===== config.mk =====
export PLATFORM = sky130hd
export DESIGN_NAME = trd_ctrl
export DESIGN_NICKNAME = d
export VERILOG_FILES = /design/src/design/trd_pkg.sv /design/src/design/trd_ctrl.sv
export SDC_FILE = /design/constraint.sdc
export NUM_CORES = 1
export LEC_CHECK = 0
export BUFFER_PORTS_ARGS = -buffer_cell sky130_fd_sc_hd__clkbuf_2
export CAP_MARGIN = 10
export CORE_UTILIZATION = 30
export CTS_CLUSTER_DIAMETER = 150
export DETAILED_ROUTE_END_ITERATION = 8
export HOLD_SLACK_MARGIN = 0.05
export MAX_ROUTING_LAYER = met4
export PLACE_DENSITY = 0.61
export SETUP_SLACK_MARGIN = 0.2
export SYNTH_ARGS = -nofsm -noshare
export SYNTH_HDL_FRONTEND = slang
export SYNTH_SLANG_ARGS = --single-unit

===== constraint.sdc =====
create_clock -name clk -period 4.6 [get_ports clk]
set_clock_uncertainty 0.05 [all_clocks]
set_input_delay 0.46 -clock clk [delete_from_list [all_inputs] [get_ports clk]]
set_output_delay 0.46 -clock clk [all_outputs]
set_load 0.005 [all_outputs]

===== src/design/trd_pkg.sv =====
`timescale 1ns / 1ps
// Shared constants, types and codes for the triangle rasterizer with depth test.
// No dependencies.
package trd_pkg;

  localparam int SCREEN_WIDTH  = 128;
  localparam int SCREEN_HEIGHT = 128;
  localparam int COL_BITS      = $clog2(SCREEN_WIDTH);
  localparam int ROW_BITS      = $clog2(SCREEN_HEIGHT);
  localparam int ADDR_BITS     = COL_BITS + ROW_BITS;
  localparam int STORE_WORDS   = SCREEN_WIDTH * SCREEN_HEIGHT;
  localparam int DEPTH_BITS    = 16;
  localparam int FRAC          = 4;
  localparam int DIFF_BITS     = 18;
  localparam int W_BITS        = 36;
  localparam int NUM_BITS      = 54;

  localparam logic [DEPTH_BITS-1:0] DEPTH_FAR = '1;
  localparam logic signed [12:0] MAX_COL = 13'(SCREEN_WIDTH - 1);
  localparam logic signed [12:0] MAX_ROW = 13'(SCREEN_HEIGHT - 1);

  typedef enum logic [1:0] {
    ACT_LOAD  = 2'd0,
    ACT_PIXEL = 2'd1,
    ACT_CLEAR = 2'd2
  } action_t;

  typedef enum logic [3:0] {
    S_INIT, S_IDLE, S_AREA, S_AREA_FIN, S_EDGE, S_NORM, S_CHECK,
    S_MAC, S_DIV_PREP, S_DIV, S_EMIT_PIX, S_EMIT_CLR
  } state_t;

  typedef enum logic [3:0] {
    OP_NONE, OP_INIT, OP_LOAD, OP_AREA_MUL, OP_AREA_FIN, OP_EDGE_MUL,
    OP_NORM, OP_MAC, OP_DIV_PREP, OP_DIV, OP_EMIT_PIX, OP_EMIT_CLR
  } op_t;

  typedef struct packed {
    op_t        op;
    logic [3:0] step;
  } cmd_t;

  typedef struct packed {
    logic init_last;
    logic active;
    logic covered;
    logic out_free;
  } stat_t;

endpackage


===== src/design/trd_ctrl.sv =====
`timescale 1ns / 1ps
// Sequencer for the rasterizer: issues datapath commands per action.
// Depends on trd_pkg.
module trd_ctrl (
  input  logic          clk,
  input  logic          rst,
  input  logic          in_valid,
  output logic          in_ready,
  input  logic [1:0]    action,
  input  trd_pkg::stat_t stat,
  output trd_pkg::cmd_t  cmd
);
  import trd_pkg::*;

  state_t     state, state_next;
  logic [3:0] cnt, cnt_next;
  logic       accept;

  assign accept = in_valid && in_ready;

  always_ff @(posedge clk) begin
    if (rst) begin
      state <= S_INIT;
      cnt   <= '0;
    end else begin
      state <= state_next;
      cnt   <= cnt_next;
    end
  end

  always_comb begin
    state_next = state;
    cnt_next   = '0;
    case (state)
      S_INIT: if (stat.init_last) state_next = S_IDLE;
      S_IDLE: begin
        if (accept) begin
          case (action_t'(action))
            ACT_LOAD:  state_next = S_AREA;
            ACT_PIXEL: if (stat.active) state_next = S_EDGE;
            ACT_CLEAR: state_next = S_EMIT_CLR;
            default:   state_next = S_IDLE;
          endcase
        end
      end
      S_AREA: begin
        if (cnt == 4'd2) state_next = S_AREA_FIN;
        else cnt_next = cnt + 4'd1;
      end
      S_AREA_FIN: state_next = S_IDLE;
      S_EDGE: begin
        if (cnt == 4'd6) state_next = S_NORM;
        else cnt_next = cnt + 4'd1;
      end
      S_NORM:  state_next = S_CHECK;
      S_CHECK: state_next = stat.covered ? S_MAC : S_EMIT_PIX;
      S_MAC: begin
        if (cnt == 4'd15) state_next = S_DIV_PREP;
        else cnt_next = cnt + 4'd1;
      end
      S_DIV_PREP: state_next = S_DIV;
      S_DIV: begin
        if (cnt == 4'd15) state_next = S_EMIT_PIX;
        else cnt_next = cnt + 4'd1;
      end
      S_EMIT_PIX: if (stat.out_free) state_next = S_IDLE;
      S_EMIT_CLR: if (stat.out_free) state_next = S_IDLE;
      default: state_next = S_IDLE;
    endcase
  end

  always_comb begin
    in_ready = (state == S_IDLE);
    cmd.step = cnt;
    cmd.op   = OP_NONE;
    case (state)
      S_INIT: cmd.op = OP_INIT;
      S_IDLE: if (accept && action_t'(action) == ACT_LOAD) cmd.op = OP_LOAD;
      S_AREA:     cmd.op = OP_AREA_MUL;
      S_AREA_FIN: cmd.op = OP_AREA_FIN;
      S_EDGE:     cmd.op = OP_EDGE_MUL;
      S_NORM:     cmd.op = OP_NORM;
      S_MAC:      cmd.op = OP_MAC;
      S_DIV_PREP: cmd.op = OP_DIV_PREP;
      S_DIV:      cmd.op = OP_DIV;
      S_EMIT_PIX: if (stat.out_free) cmd.op = OP_EMIT_PIX;
      S_EMIT_CLR: if (stat.out_free) cmd.op = OP_EMIT_CLR;
      default:    cmd.op = OP_NONE;
    endcase
  end

endmodule


; ---- Word level (Yosys, flattened, before mapping)
; Cells that the tools add are included.
[word_totals]
latch_bits = 0
input_bits = 9
elab_cells = 53
register_bits = 8
mem_bits_ro = 0
n_memories = 0
out_inout_bits = 9
ramBits = 0
[classes]
eq_ne = 24
n_addsub = 1
div = 0
mul = 0
n_reduce_logical = 7
n_mux = 19
magnitude_cmp = 0
bitwise = 0
n_shift = 0
[ops]
columns = cell, n
row1 = two-way mux 4 bit, 14
row2 = case mux 4 bit (11 select lines), 1
row3 = case mux 4 bit (10 select lines), 1
row4 = case mux 4 bit (3 select lines), 2
row5 = == test 4 x 3 -> 1 bit (second input constant), 5
row6 = == test 4 bit (second input constant), 5
row7 = == test 4 x 2 -> 1 bit (second input constant), 3
row8 = != test 2 bit (second input constant), 5
row9 = AND reduction 8 bit, 1
row10 = adder 4 x 1 -> 4 bit (second input constant), 1
row11 = == test 4 x 1 -> 1 bit (second input constant), 1
row12 = logical NOT 4 bit, 1
row13 = != test 2 x 1 -> 1 bit (second input constant), 2
row14 = OR reduction 2 bit, 2
row15 = != test 3 bit (second input constant), 1
row16 = == test 2 x 1 -> 1 bit (second input constant), 1
row17 = == test 2 bit (second input constant), 1
row18 = logical AND 1 bit, 2
row19 = logical NOT 2 bit, 1
row20 = two-way mux 2 bit, 1

; ---- Longest topological paths before layout
; Gate-level depths: netlist of the first run.
[logic_depth]
word_depth = 5
mapped_depth = 7
mapped_depth_nobuf = 7

; ---- Worst setup path before layout of the first run
; Ideal clock, no wire load.
[synth_timing]
path_kind = register to output
startpoint = register state[1]
endpoint = output port cmd[5] in the netlist's numbering
t_arrival_ns = 1.140
path_stages_with_launch = 6
slack_ns = 2.950
path_buffers = 1
required_time_ns = 4.090
path_cell_list = dfxtp_1 -> buf_2 -> nor4b_2 -> and2b_1 -> nand3b_1 -> o211ai_1
[synth_rtl]
columns = element, line_no
row1 = start: declaration, trd_ctrl.sv:15  ; state_t state, state_next;
row2 = start signal: assignment, trd_ctrl.sv:26  ; state <= state_next;
row3 = end: declaration, trd_ctrl.sv:11  ; output trd_pkg::cmd_t cmd

==> out/summary.txt, run 1 <==
Initial DRT Pass Iterations -> 4
Crit end category -> output port
DR vias -> 677
Peak supply drop -> 216 uV
# nets final -> 117
Max-slew violations -> 0
Area Overhead vs Synth -> 17.1%
Critical Path AT -> 1.76 ns
# rows -> 17
IO Port Bufs -> 17
Fillcell total -> 237
# IOs -> 18
Die Y -> 50.2 um
Post-synth top cells -> dfxtp_1 (8), a21oi_1 (7), nand2_1 (6), nor2_1 (6)
Antenna-violating nets left -> 0
Critical path fanouts, max -> 18
Syn Nets -> 100
First-pass GRT wire length -> 2.90 mm
Initial Utilization -> 31.8%
Leak Pwr -> 0.329 nW
Share of cells above drive strength 1 -> 26.0%
Asr flop ratio synth -> 0%
CTS tree -> built
Post-CTS setup buffers -> 0
Outcome -> complete, no violations
GRT Total Usage -> 15.4%
Period minus WS final -> 2.27 ns
Worst skew pair latency -> 0.26 ns
Clk slew on worst S/H paths -> 0.06 ns
Post-Synthesis Cells -> 89
Core Footprint -> 0.00219 sq mm
HP Class -> in2reg
Drt initial violations -> 5
Top-count cell post-synth -> dfxtp_1
Die X -> 50.2 um
Max-Cap Viols -> 0
Vias in the first global route -> 658
Global placer's final weighted congestion -> 0.827
Leading area contributor after synthesis -> dfxtp_1
Tightest Pin Transition -> 0.584 ns
Initial antenna violation count -> 0
Synth Cell Area -> 697 sq um
GRT overflow -> 0
CTS max path bufs -> 2
Worst slew margin -> 61.0%
Area of the multi-input gates -> 494 sq um
Syn avg cell area -> 7.83 sq um
Final wirelength -> 1.53 mm
Fmax -> 441 MHz
Synth top area share -> 23.0%
Setup-failing EPs final -> 0
DIE AREA -> 0.00252 sq mm
Final period utilization -> 49.3%
Hold_ws -> 0.417 ns
Startpoint types -> flop
Routed WL per cell -> 11.6 um
Post-synthesis register bit count -> 8
H-Tree Depth -> 1
Cell Area, Placed -> 793 sq um
Top cells by area, synth -> dfxtp_1 (23%), a21oi_1 (5.0%), a211oi_1 (4.3%)
Hpwl dp -> 1.17 mm
Final number of hold-violating endpoints -> 0
Post-route cell area -> 816 sq um
Ys flop type -> dfxtp_1
Sequential share of the synthesized area -> 23.0%
DRC violations left -> 0
Post-DR vias/cell -> 5.13
CTS Hold Bufs -> 0
Synth unique cells -> 35
Root buffer cell -> clkbuf_4
Total CTS buffers -> 3
Crit Path Class -> reg2out
Critical Path RT -> 4.09 ns
CTS Sinks -> 8
Largest net degree at the start of global routing -> 19
RSZ-0062 raised after global routing -> no
Antenna cells -> 0
Post-synth EDFFs -> 0
Pwr dens -> 510 mW/mm^2
YS warnings -> 0
Setup_tns -> 0 ns
Post-CTS sizing -> 0
Register area -> 160 sq um
## per-stage QoR
stage / cells / util, % / total power [mW] / setup WS (ns)
2_1_floorplan: 89 / - / 0.310 / 2.95
3_3_place_gp: 129 / 36.2 / 0.361 / 2.67
3_5_place_dp: 129 / 36.2 / 0.362 / 2.64
4_1_cts: 132 / 37.2 / 0.420 / 2.34
5_1_grt: 132 / 37.2 / 0.462 / 2.16
6_report: 132 / 37.2 / 0.416 / 2.33
## state kept, by name, summed over array words and instances, names as in the netlist
signal and cells:
cnt 4, state 4
## routing by layer
metal	global-route usage, %	vias to the layer above	part of all wire (%)
met5	-	-	0
met4	8.57	0	2.3
met3	2.12	5	3.8
met2	22.7	15	42
met1	20.2	304	52
li1	-	353	-
## worst max-delay path, stage by stage (launching register included)
cell	delay [ns]
dfxtp_1	0.69
nor4b_2	0.32
and2b_1	0.18
nand3b_1	0.08
o211ai_1	0.09
clkbuf_2	0.14
## where the power goes
group	leakage [nW]	switching, mW	internal (mW)
clock	0.0138	0.0249	0.0299
sequential	0.0653	0.0566	0.0865
combinational	0.250	0.107	0.112
total	0.329	0.188	0.228
## cells by family after synthesis
kind of cell	count (synthesis)	share of synthesized area, %
adders and majority gates	2	3.59
DFF	8	23.0
xor gates and xnor gates	3	3.77
buffers and inverters	10	6.10
and+or+nand+nor	39	34.3
AOI/OAI and AO/OA	27	29.3
## area by class of cell
type | instances | area share [%]
multi-input combinational | 71 | 60.6
clock buffer | 3 | 2.76
inverter | 5 | 2.30
timing repair buffer | 17 | 10.4
sequential | 8 | 19.6
tap | 28 | 4.29
## cells in the final DEF (no fill, tap or decap)
cell type / instances
clkbuf_2: 17
dfxtp_1: 8
a21oi_1: 7
nand2_1: 6
nor2_1: 6
inv_1: 5
o21ai_0: 5
nand3_1: 5
a211oi_1: 4
nand2b_1: 3
nor3_1: 3
clkbuf_4: 3
nor2b_1: 2
and2b_1: 2
nand3b_1: 2
o211ai_1: 2
xnor2_1: 2
nor3b_1: 2
and3b_1: 2
a21o_1: 2
ha_1: 2
nor4b_2: 1
or2b_1: 1
o22ai_2: 1
nor3b_2: 1
and3b_4: 1
o211a_4: 1
a21oi_4: 1
o221ai_2: 1
and3_1: 1
a221oi_1: 1
a31oi_1: 1
o31ai_1: 1
or2_1: 1
xor2_1: 1
## final timing paths
path | start | slack [ns] | endpoint | depth (start not counted)
min reg2reg | cnt[0] | 0.43 | cnt[0] | 1
max reg2reg | state[3] | 2.82 | state[3] | 5
min | rst | 0.42 | cnt[2] | 2
max | state[0] | 2.33 | cmd[5] | 5
Power figures use the tool's default switching activity.
==> run 2: changes to the inputs <==
PLACE_DENSITY = 0.63   (was 0.61)
clock period = 1.9 ns   (was 4.6 ns; I/O delays follow)
==> run 2 against run 1 <==
Against the previous run: core utilization is 3.8 points higher; critical path depth stayed put; sequential cell count stayed put; wire length is 11% higher; critical endpoint unchanged; clock power is 120% higher; sequential share of layout area is 0.99 points lower; combinational power grew to 3.1 times the previous value; cell count is 5.3% higher.
==> out/summary.txt, run 2 (synthesis gave the netlist of run 1 again) <==
Post-DR vias/cell -> 5.04 (-1.7%)
# IOs -> 18 (unchanged)
GRT Total Usage -> 14.5% (-0.90 points)
IO Port Bufs -> 17 (unchanged)
Tightest Pin Transition -> 0.292 ns (-0.291 ns)
Final period utilization -> 88.2%
Max-slew violations -> 0 (unchanged)
Antenna cells -> 0 (unchanged)
Initial DRT Pass Iterations -> 4 (unchanged)
CTS Hold Bufs -> 0 (unchanged)
Die Y -> 50.2 um (unchanged)
Global placer's final weighted congestion -> 0.826 (-0.12%)
Fmax -> 597 MHz
Root buffer cell -> clkbuf_4
Core Footprint -> 0.00219 sq mm (unchanged)
Setup-failing EPs final -> 0 (unchanged)
DIE AREA -> 0.00252 sq mm (unchanged)
CTS Sinks -> 8 (unchanged)
RSZ-0062 raised after global routing -> yes
Peak supply drop -> 512 uV (+140%)
Startpoint types -> flop
DR vias -> 701 (+3.5%)
Most frequent cells in the layout -> clkbuf_2 (15), nand2_1 (6), a21oi_1 (6), buf_4 (6)
H-Tree Depth -> 1 (unchanged)
Outcome -> complete, no violations
Total CTS buffers -> 3 (unchanged)
Share of power burned in combinational logic -> 61.1% (+8.6 points)
HP Class -> in2reg
Register share of total power -> 27.9% (-6.5 points)
Largest registers -> cnt (4), state (4)
Crit Path Class -> reg2out
Hpwl dp -> 1.28 mm (+9.7%)
Share of cells above drive strength 1 -> 36.9% (+11 points)
Worst slew margin -> 80.5% (+19 points)
Critical Path RT -> 1.66 ns (-2.43 ns)
Clock Power Share -> 11.0% (-2.2 points)
# nets final -> 124 (+6.0%)
# rows -> 17 (unchanged)
Psw -> 0.486 mW (+160%)
CTS max path bufs -> 2 (unchanged)
Die X -> 50.2 um (unchanged)
Antenna-violating nets left -> 0 (unchanged)
Initial antenna violation count -> 0 (unchanged)
Vias in the first global route -> 663 (+0.76%)
Final number of hold-violating endpoints -> 0 (unchanged)
Clk slew on worst S/H paths -> 0.05 ns (about the same)
Routed WL per cell -> 12.2 um (+5.1%)
Largest net degree at the start of global routing -> 16 (-3)
Critical path fanouts, max -> 13 (-5)
Leak Pwr -> 0.377 nW (+14%)
First-pass GRT wire length -> 2.78 mm (-4.3%)
Internal power -> 0.635 mW (+180%)
Drt initial violations -> 9 (+4)
Final wirelength -> 1.69 mm (+11%)
Period minus WS final -> 1.68 ns
CTS tree -> built
Max-Cap Viols -> 0 (unchanged)
Final Util -> 41.1% (+3.8 points)
GRT overflow -> 0 (unchanged)
Worst skew pair latency -> 0.24 ns (-0.02 ns)
Critical Path AT -> 1.44 ns (-0.32 ns)
Area Overhead vs Synth -> 29.1%
Commonest non-fill, non-tap cell in the layout -> clkbuf_2
Crit end category -> output port
Pwr dens -> 1250 mW/mm^2 (+140%)
DRC violations left -> 0 (unchanged)
Sw Share -> 43.4% (-1.8 points)
Initial Utilization -> 31.8% (unchanged)
Setup_tns -> 0 ns (unchanged)
-- run 2: what timing repair did --
| action | CTS | global route |
|---|---|---|
| cloned | 0 | 0 |
| gates resized for setup | 7 | 5 |
| pin swaps | 1 | 0 |
| hold endpoints to repair | 0 | 0 |
| buffers inserted | 2 | 2 |
| setup endpoints to repair | 3 | 6 |
-- run 2: per-layer routing --
layer	vias up	GRT usage (%)	part of all wire [%]
met1	315	18.0	47
met3	0	1.82	5.5
met5	-	-	0
li1	364	-	-
met2	22	23.8	47
met4	0	5.71	0
-- run 2: worst paths after layout --
path	start	end	slack, ns	depth (start not counted)
max	state[1]	cmd[5]	0.22	5
min	rst	state[3]	0.15	2
max reg2reg	cnt[0]	state[1]	0.28	7
min reg2reg	cnt[0]	cnt[0]	0.40	1
-- run 2: layout make-up --
cell class | instances | area (sq um)
Tap cell | 28 | 35.0
Fill cell | 236 | 1290
Clock buffer | 3 | 22.5
Timing Repair Buffer | 24 | 141
Inverter | 5 | 18.8
Sequential cell | 8 | 168
Multi-Input combinational cell | 71 | 514
-- run 2: metrics by stage --
step / cell area, sq um / setup slack (ns) / hold WS [ns] / power, mW / instances
3_5_place_dp: 816 / 0.239 / 0.413 / 0.923 / 132
6_report: 900 / 0.225 / 0.152 / 1.12 / 139
5_1_grt: 900 / 0.120 / 0.141 / 1.22 / 139
3_3_place_gp: 816 / 0.221 / 0.416 / 0.918 / 132
4_1_cts: 875 / 0.220 / 0.140 / 1.10 / 137
2_1_floorplan: 697 / 0.371 / 0.213 / 0.750 / 89
-- run 2: power groups by stage --
stage / logic (mW) / clock network (mW) / registers, mW
after CTS: 0.665 / 0.130 / 0.306
after detailed placement: 0.614 / 0 / 0.309
after global placement: 0.612 / 0 / 0.306
after floorplan: 0.502 / 0 / 0.249
final: 0.685 / 0.123 / 0.313
after global routing: 0.751 / 0.145 / 0.323
-- run 2: critical path: stages, from the launching register on --
cell	delay (ns)
dfxtp_2	0.40
nor4b_4	0.31
and2b_1	0.18
nand3b_1	0.09
o211ai_1	0.08
buf_2	0.14
==> run 3: changes to the inputs <==
BUFFER_PORTS_ARGS = default   (was -buffer_cell sky130_fd_sc_hd__clkbuf_2)
DONT_BUFFER_PORTS = 1   (was default)
PLACE_DENSITY = 0.56   (was 0.63)
==> run 3 against run 2 <==
Against the previous run: via count shrank 9.0%; worst setup slack improved by 0.032 ns; maximum frequency increased by 1.9%; sequential share of layout area rose by 2.9 points; final area is 12% lower; cell count fell by 14%; wire length decreased by 6.1%; register-to-register slack is essentially flat; worst hold slack got worse by 0.065 ns; global-route usage decreased by 1.3 points; clock-buffer cell count did not move; critical endpoint unchanged; largest power group unchanged.
==> out/summary.txt, run 3 (synthesis gave the netlist of run 1 again) <==
Outcome -> complete, no violations
IO Port Bufs -> 0 (-17)
R2r startpoint -> cnt[0]
# IOs -> 18 (unchanged)
Hold Path Depth -> 3 (+1)
Uppermost layer routed -> met4
CTS Sinks -> 8 (unchanged)
DIE AREA -> 0.00252 sq mm (unchanged)
Vias in the first global route -> 532 (-20%)
Post-DR vias/cell -> 5.36 (+6.3%)
Routed length on met3 -> 108 um (+16%)
Worst Min Path Start -> rst
Delay-heaviest family, CP -> simple AND/OR/NAND/NOR gates
Final number of hold-violating endpoints -> 0 (unchanged)
Hold_ws -> 0.0873 ns (-0.0647 ns)
Max-Cap Viols -> 0 (unchanged)
GRT Total Usage -> 13.2% (-1.3 points)
Max-slew violations -> 0 (unchanged)
Antenna-violating nets left -> 0 (unchanged)
Die Y -> 50.2 um (unchanged)
WL met1 -> 746 um (-6.6%)
Global placer's final weighted congestion -> 0.759 (-8.1%)
GRT overflow -> 0 (unchanged)
Root buffer cell -> clkbuf_4
Pwr dens -> 1280 mW/mm^2 (+3.1%)
Clk slew on worst S/H paths -> 0.05 ns (about the same)
H-Tree Depth -> 1 (unchanged)
# nets final -> 104 (-16%)
Share of cells above drive strength 1 -> 23.1% (-14 points)
Buf+Inv Stages, Crit Path -> 0 (-1)
CTS max path bufs -> 2 (unchanged)
Final wirelength -> 1.59 mm (-6.1%)
Worst hold endpoint -> state[0]
HP Class -> in2reg
Tightest Pin Transition -> 0.345 ns (+0.0533 ns)
Peak supply drop -> 436 uV (-15%)
CTS tree -> built
Critical path fanouts, max -> 13 (unchanged)
Crit-path max cell delay -> 0.40 ns (about the same)
# rows -> 17 (unchanged)
Met2 wire length -> 722 um (-9.4%)
Core Footprint -> 0.00219 sq mm (unchanged)
Worst slew margin -> 76.9% (-3.6 points)
Period minus WS final -> 1.64 ns (-0.0317 ns)
Routed WL per cell -> 13.3 um (+9.7%)
Worst r2r path cells -> 7 (unchanged)
Critical R2R Capture -> state[1]
Largest net degree at the start of global routing -> 16 (unchanged)
DRC violations left -> 0 (unchanged)
Crit end category -> output port
Die X -> 50.2 um (unchanged)
Startpoint types -> flop
Final Util -> 36.3% (-4.8 points)
Post-CTS setup buffers -> 0 (-2)
Inst Count DP -> 115 (-13%)
CP max-delay cell -> dfxtp_2
Most frequent cells in the layout -> a21oi_1 (6), nor2_1 (6)
Worst skew pair latency -> 0.24 ns (about the same)
Initial Utilization -> 31.8% (unchanged)
Setup-failing EPs final -> 0 (unchanged)
RSZ-0062 raised after global routing -> yes
Area Overhead vs Synth -> 14.0%
First-pass GRT wire length -> 2.46 mm (-12%)
Antenna cells -> 0 (unchanged)
Cells along the critical path -> nor4b_4, and2b_1, nand3b_1, o211ai_1
Tot Pwr -> 1.02 mW (-9.0%)
Crit Path Class -> reg2out
Critical Path AT -> 1.40 ns (-0.04 ns)
DR vias -> 638 (-9.0%)
Fmax -> 609 MHz (+1.9%)
Final non-filler cell total -> 119 (-14%)
Drt initial violations -> 11 (+2)
Final period utilization -> 86.5% (-1.7 points)
Hpwl dp -> 1.22 mm (-5.0%)
Leak Pwr -> 0.286 nW (-24%)
Worst reg-to-reg setup slack -> 0.29 ns (about the same)
Initial DRT Pass Iterations -> 4 (unchanged)
Initial antenna violation count -> 0 (unchanged)
Total CTS buffers -> 3 (unchanged)
Setup_tns -> 0 ns (unchanged)
Largest registers -> cnt (4), state (4)
Critical Path RT -> 1.66 ns (about the same)
==> run 3: cell count changes in the layout (fill, tap and decap cells not counted) <==
cell           before  now
buf_2               2    0
nand2_2             0    1
dfxtp_1             4    3
nor2_1              5    6
dlygate4sd3_1       0    1
nor2_2              1    0
buf_4               6    3
dfxtp_4             1    2
clkbuf_2           15    0
nand2_1             6    5
buf_6               1    0
==> run 3: stage by stage <==
stage | setup slack (ns) | instance area (sq um)
floorplan | 0.371 | 697
global placement | 0.275 | 731
detailed placement | 0.237 | 731
CTS | 0.130 | 766
global route | 0.164 | 795
finish | 0.257 | 795
==> run 3: per-layer routing <==
layer | vias up | track usage [%]
met5 | - | -
met4 | 0 | 4.29
met3 | 2 | 2.73
met2 | 20 | 20.2
met1 | 290 | 17.2
li1 | 326 | -
==> run 3: cell type report <==
cell class / count / area (sq um)
clock buffer: 3 / 22.5
sequential: 8 / 171
multi-input combinational: 71 / 514
inverter: 5 / 18.8
timing repair buffer: 4 / 32.5
fill: 234 / 1400
tap: 28 / 35.0
==> run 3: how the worst max path moves through the flow <==
stage / from / end / slack (ns) / cells past startpoint
after floorplan: cnt[0] / state[1] / 0.37 / 7
after global placement: cnt[0] / state[3] / 0.27 / 7
after detailed placement: cnt[0] / state[1] / 0.24 / 7
after CTS: state[1] / cmd[5] / 0.13 / 4
after global routing: state[0] / cmd[5] / 0.16 / 4
final: state[1] / cmd[5] / 0.26 / 4
==> run 3: power breakdown <==
part | total, mW | internal (mW) | switching [mW] | leakage (nW)
Sequential | 0.345 | 0.223 | 0.121 | 0.0678
Combinational | 0.557 | 0.271 | 0.287 | 0.204
Clock | 0.119 | 0.0715 | 0.0470 | 0.0138
==> run 3: timing repair <==
action | CTS | global route
gates resized for setup | 2 | 9
pin swaps | 0 | 0
hold buffers | 1 | 0
hold endpoints to repair | 4 | 0
endpoints found under the setup margin | 2 | 8
==> run 3: worst register-to-register path, stage by stage (launching register included) <==
cell,delay [ns]
dfxtp_4,0.37
inv_1,0.05
ha_1,0.19
nor3b_2,0.16
o22ai_2,0.23
nand2_2,0.10
and3_1,0.17
a211oi_1,0.20
